**src/rtl/core/ccv_div.sv**
```systemverilog
`timescale 1ns / 1ps

// Pipelined restoring divider, one quotient bit per stage, several lanes in
// step. The numerator must be below den * 2**QW so that the quotient fits.
module ccv_div #(
   parameter int LANES = 4,
   parameter int NW = 18,
   parameter int DW = 8,
   parameter int QW = 10,
   parameter int SW = 1
) (
   input  logic clock,
   input  logic reset,
   input  logic advance,
   input  logic in_valid,
   input  logic [LANES-1:0][NW-1:0] num,
   input  logic [LANES-1:0][DW-1:0] den,
   input  logic [SW-1:0] side_in,
   output logic out_valid,
   output logic [LANES-1:0][QW-1:0] quo,
   output logic [SW-1:0] side_out
);

   localparam int RW = (NW > DW + QW) ? NW : DW + QW;

   logic [LANES-1:0][RW-1:0] rem_ff [QW];
   logic [LANES-1:0][RW-1:0] rem_in [QW];
   logic [LANES-1:0][DW-1:0] den_ff [QW];
   logic [LANES-1:0][QW-1:0] quo_ff [QW];
   logic [LANES-1:0][QW-1:0] quo_in [QW];
   logic [SW-1:0] side_ff [QW];
   logic [QW-1:0] valid_ff;

   always_comb begin
      logic [RW-1:0] prev_rem;
      logic [DW-1:0] prev_den;
      logic [QW-1:0] prev_quo;
      logic [RW-1:0] trial;
      for (int s = 0; s < QW; s++) begin
         for (int l = 0; l < LANES; l++) begin
            if (s == 0) begin
               prev_rem = RW'(num[l]);
               prev_den = den[l];
               prev_quo = '0;
            end else begin
               prev_rem = rem_ff[s-1][l];
               prev_den = den_ff[s-1][l];
               prev_quo = quo_ff[s-1][l];
            end
            trial = RW'(prev_den) << (QW - 1 - s);
            if (prev_rem >= trial) begin
               rem_in[s][l] = prev_rem - trial;
               quo_in[s][l] = prev_quo | (QW'(1) << (QW - 1 - s));
            end else begin
               rem_in[s][l] = prev_rem;
               quo_in[s][l] = prev_quo;
            end
         end
      end
   end

   always_ff @(posedge clock) begin
      if (reset) begin
         valid_ff <= '0;
      end else if (advance) begin
         valid_ff <= {valid_ff[QW-2:0], in_valid};
      end
   end

   always_ff @(posedge clock) begin
      if (advance) begin
         for (int s = 0; s < QW; s++) begin
            rem_ff[s] <= rem_in[s];
            quo_ff[s] <= quo_in[s];
            if (s == 0) begin
               den_ff[s] <= den;
               side_ff[s] <= side_in;
            end else begin
               den_ff[s] <= den_ff[s-1];
               side_ff[s] <= side_ff[s-1];
            end
         end
      end
   end

   assign out_valid = valid_ff[QW-1];
   assign quo = quo_ff[QW-1];
   assign side_out = side_ff[QW-1];

endmodule

```
**config.mk**
```make
export PLATFORM = sky130hd
export DESIGN_NAME = ccv_div
export DESIGN_NICKNAME = d
export VERILOG_FILES = /design/src/rtl/core/ccv_div.sv
export SDC_FILE = /design/constraint.sdc
export NUM_CORES = 2
export LEC_CHECK = 0
export BUFFER_PORTS_ARGS = -buffer_cell sky130_fd_sc_hd__buf_2
export CAP_MARGIN = 20
export CORE_MARGIN = 3
export CORE_UTILIZATION = 57
export CTS_BUF_LIST = sky130_fd_sc_hd__clkbuf_16
export DETAILED_ROUTE_END_ITERATION = 8
export PLACE_DENSITY = 0.74
export SLEW_MARGIN = 15
export SYNTH_ARGS = -nofsm -noshare
export SYNTH_HDL_FRONTEND = slang
export SYNTH_SLANG_ARGS = --single-unit
```
**constraint.sdc**
```tcl
create_clock -name clock -period 4.2 [get_ports clock]
set_clock_uncertainty 0.15 [all_clocks]
set_input_delay 0.63 -clock clock [delete_from_list [all_inputs] [get_ports clock]]
set_output_delay 0.63 -clock clock [all_outputs]
set_load 0.02 [all_outputs]
```
# [Word-level counts from Yosys, hierarchy flattened]
# Memories as Yosys holds them, arrays and structs flattened.
# Cells that the tools add are included.
[word_totals] n_memories=4 regBits=10 wordCells=167 out_inout_bits=42 inputBits=109 ramBits=1450
[mem_list] memory="rem_ff" depth=10 width=72 read_ports=9 rd_ports_with_merged_regs=0 write_ports=10 line_no="26" source="logic [LANES-1:0][RW-1:0] rem_ff [QW];"
[mem_list] memory="quo_ff" depth=10 width=40 read_ports=10 rd_ports_with_merged_regs=0 write_ports=10 line_no="29" source="logic [LANES-1:0][QW-1:0] quo_ff [QW];"
[mem_list] memory="den_ff" depth=10 width=32 read_ports=9 rd_ports_with_merged_regs=0 write_ports=10 line_no="28" source="logic [LANES-1:0][DW-1:0] den_ff [QW];"
[mem_list] memory="side_ff" depth=10 width=1 read_ports=10 rd_ports_with_merged_regs=0 write_ports=10 line_no="31" source="logic [SW-1:0] side_ff [QW];"
[classes] n_addsub=40 magnitude_cmp=40 mux=82
[op_table] op="$mux 18" n=40
[op_table] op="$ge 18x10->1" n=4
[op_table] op="$ge 18x11->1" n=4
[op_table] op="$ge 18x12->1" n=4
[op_table] op="$ge 18x13->1" n=4
[op_table] op="$ge 18x14->1" n=4
[op_table] op="$ge 18x15->1" n=4
[op_table] op="$ge 18x16->1" n=4
[op_table] op="$ge 18x17->1" n=4
[op_table] op="$ge 18x8->1" n=4
[op_table] op="$ge 18x9->1" n=4
[op_table] op="$sub 18x10->18" n=4
[op_table] op="$sub 18x11->18" n=4
[op_table] op="$sub 18x12->18" n=4
[op_table] op="$sub 18x13->18" n=4
[op_table] op="$sub 18x14->18" n=4
[op_table] op="$sub 18x15->18" n=4
[op_table] op="$sub 18x16->18" n=4
[op_table] op="$sub 18x17->18" n=4
[op_table] op="$sub 18x8->18" n=4
[op_table] op="$sub 18x9->18" n=4
[op_table] op="$mux 10" n=4
[op_table] op="$mux 9" n=4
[op_table] op="$mux 8" n=4
[op_table] op="other kinds (7)" n=30

# [Longest topological paths before layout]
[depth] word_depth=2 depth_mapped=11

# [Worst setup path after synthesis]
# Ideal clock, no wire load.
[synth_path] kind="register -> register" start="memory rem_ff[5][46] (netlist name)" end="memory rem_ff[6][40] (netlist name) (data pin)" arrival_ps=2490 period_less_slack_ps=2900 stages_incl_launch_ff=8 path_buffers=0 setup_slack_ps=1300 t_required_ps=3790 path_cell_list="edfxtp_1 ha_1 or4_1 or2_1 or3_4 nor3_4 nand2_4 mux2_4"
[synth_lines] element="start, declared" line_no="26"

==> out/results.tsv <==
metric	value	unit
yosysTopAreaCell	edfxtp_1	
multi_input_area	20100	sq um
seq_power_share	0.473	
vias_per_cell	5.55	
area_growth	12.9	%
cts_root_buf	clkbuf_16	
worst_pin_slew	0.962	ns
rr_startpoint	rem_ff[5][10]$_DFFE_PP_	
ys_ff_latch	1176	
report.power.total	0.0355	W
fin_crit	3.27	ns
place.gp.congestion	0.919	
fillers	7081	
met1_usage	0.247	
grt_util_met3	0.0265	
overflow	0	
slew-limit-headroom	0.355	
start_util	0.577	
timing.setup.tns	0	ns
grt.busiest_layer	met2	
async_flop_share	0	
cell_internal_pwr	0.0256	W
yosys.cell_types.count	85	
power.share.combinational	0.234	
max_cap_violations	0	
die_h	322	um
cts.path.max_buffers	3	
max_freq	306	MHz
synthFlopType	edfxtp_1	
criticalPathCategory	reg2reg	
synth_cells	4400	
wl_per_cell	15.7	um
worstHoldPathCells	2	
cts_tree	yes	
holdCritStartpoint	reset	
hold-path-endpoint	valid_ff[9]$_SDFFE_PP0P_	
cts_buffers	118	
crit_path_start_kind	register	
irDropWorstVdd	0.389	mV
grt_pass1_vias	33600	
r2r.worst_path.cells	7	
synth_area_leaders	edfxtp_1, ha_1, inv_1	
nets	5214	
hold_viol_final	0	
clock_sinks	1176	
r2r_slack	0.93	ns
syn_nets	4865	
hold_class	in2reg	
end_kind	register	
cp.required	4.49	ns
synth.most_common_cell	edfxtp_1	
postPlaceCellArea	59800	sq um
p_clk_frac	0.293	
die_w	322	um
leakagePower	24.7	nW
dp_hpwl	69700	um
num_vias	34100	
grt_max_degree	122	
placementRows	115	
pwr_density_cell	551	nW/um^2
grt_pass1_wl	161000	um
path_clk_slew	0.06	ns
cts.htree.levels	3	
yosysTopAreaCellShare	0.613	
r2r_end	rem_ff[6][4]$_DFFE_PP_	
wl	96400	um
drc	0	
status	finished clean	
netlist_top_cells_count	edfxtp_1, inv_1, ha_1, nor2_1, o21ai_0	
seq_area_frac_synth	0.617	
io_pins	151	
slew_violations	0	
grt_antenna_before_repair	0	
track_usage	0.187	
rsz0062_at_grt	no	
detail-route-antenna-nets	0	
synth_edf_count	1166	
use_met2	0.319	
avgSynthCellArea	13.0	sq um
insertedDiodeCount	0	
port-buffer-count	150	
switching_share	0.280	
seq_area	35200	sq um
die-area	104000	sq um
cp.arrival	3.56	ns
drt_iter0_drc	2054	
setup_viol_count_final	0	
fin_area	64400	sq um
timing.final.crit_share	0.779	
clk_latency	0.70	ns
syn-cell-area	57100	sq um
p_switching	0.00993	W
ys_warn_count	0	
first_pass_iters	5	
drive_gt1_frac	0.113	
coreArea	98900	sq um
crit_fanout	9	
-- power by group through the flow --
stage          combinational, W  sequential (W)  clock [W]
2_1_floorplan           0.00645          0.0166          0
3_3_place_gp            0.00793          0.0170          0
3_5_place_dp            0.00814          0.0170          0
4_1_cts                 0.00827          0.0168     0.0107
5_1_grt                 0.00941          0.0170     0.0112
6_report                0.00830          0.0168     0.0104
-- logic make-up after synthesis --
| kind of cell | after synthesis | synth area share |
|---|---|---|
| AOI/OAI and AO/OA | 838 | 0.0919 |
| buffers and inverters | 483 | 0.0321 |
| and+or+nand+nor | 1117 | 0.104 |
| muxes | 158 | 0.0308 |
| adders and majority gates | 356 | 0.0828 |
| DFF | 1176 | 0.617 |
| xor gates and xnor gates | 272 | 0.0417 |
-- final cells by class --
type | count | area share
clock buffer | 119 | 0.0462
clock inverter | 103 | 0.0148
inverter | 447 | 0.0260
multi-input combinational | 2741 | 0.311
sequential | 1176 | 0.546
tap | 1287 | 0.0250
timing repair buffer | 265 | 0.0304
-- worst max path at each step --
| stage | from | slack [ns] | cells after the start | to |
|---|---|---|---|---|
| floorplan | rem_ff[5][46]$_DFFE_PP_ | 1.30 | 7 | rem_ff[6][40]$_DFFE_PP_ |
| global placement | den[1] | 1.04 | 9 | rem_ff[0][11]$_DFFE_PP_ |
| detailed placement | den[1] | 0.97 | 9 | rem_ff[0][14]$_DFFE_PP_ |
| CTS | rem_ff[5][10]$_DFFE_PP_ | 0.95 | 7 | rem_ff[6][4]$_DFFE_PP_ |
| global route | den_ff[7][9]$_DFFE_PP_ | 0.72 | 8 | rem_ff[8][25]$_DFFE_PP_ |
| finish | rem_ff[5][10]$_DFFE_PP_ | 0.93 | 7 | rem_ff[6][4]$_DFFE_PP_ |
-- sequential cells by signal (all words and copies together) (netlist names) --
register,count
valid_ff,10
quo_ff,220
side_ff,10
den_ff,288
rem_ff,648
-- critical path: stages, from the launching register on --
cell,delay [ns]
edfxtp_1,0.40
ha_1,0.23
or4_1,0.55
nor3_1,0.24
nand2b_1,0.15
nor3_2,0.39
o41a_1,0.50
mux2_2,0.39
-- metrics by stage --
step	utilization	std cells	worst slack [ns]	hold slack (ns)
after floorplan	-	4400	1.30	0.250
after global placement	0.605	5846	1.04	0.250
after global routing	0.652	6138	0.720	0.0682
after CTS	0.652	6138	0.955	0.0319
after detailed placement	0.605	5846	0.966	0.255
final	0.652	6138	0.929	0.0786
-- placed cells by master, fill, tap and decap left out, types with 41 or more instances in the layout --
master / Yosys / routed
edfxtp_1: 1166 / 1166
inv_1: 445 / 466
ha_1: 320 / 320
nor2_1: 270 / 270
o21ai_0: 261 / 261
nand2_1: 218 / 218
a21oi_1: 210 / 210
buf_2: 3 / 149
xor2_1: 146 / 146
xnor2_1: 126 / 126
nor3_1: 123 / 121
clkbuf_16: 0 / 119
mux2_2: 111 / 111
nor4_1: 76 / 75
nor2b_1: 74 / 74
dlygate4sd3_1: 0 / 70
a21o_1: 59 / 59
o21a_1: 58 / 58
nand2b_1: 54 / 54
o31ai_1: 41 / 41
nand3_1: 41 / 41
-- per-layer routing --
layer	part of all wire	vias to the layer above	routed length, um
li1	-	17100	-
met1	0.45	16000	43000
met2	0.49	712	47100
met3	0.039	196	3800
met4	0.026	0	2530
met5	0	-	0
-- repair_timing --
action | 4_1_cts | 5_1_grt
buffers inserted | 0 | 0
resized for setup | 0 | 0
hold buffers | 70 | 0
endpoints found under the hold margin | 70 | 0
No activity file was read; power rests on OpenSTA's default activity.
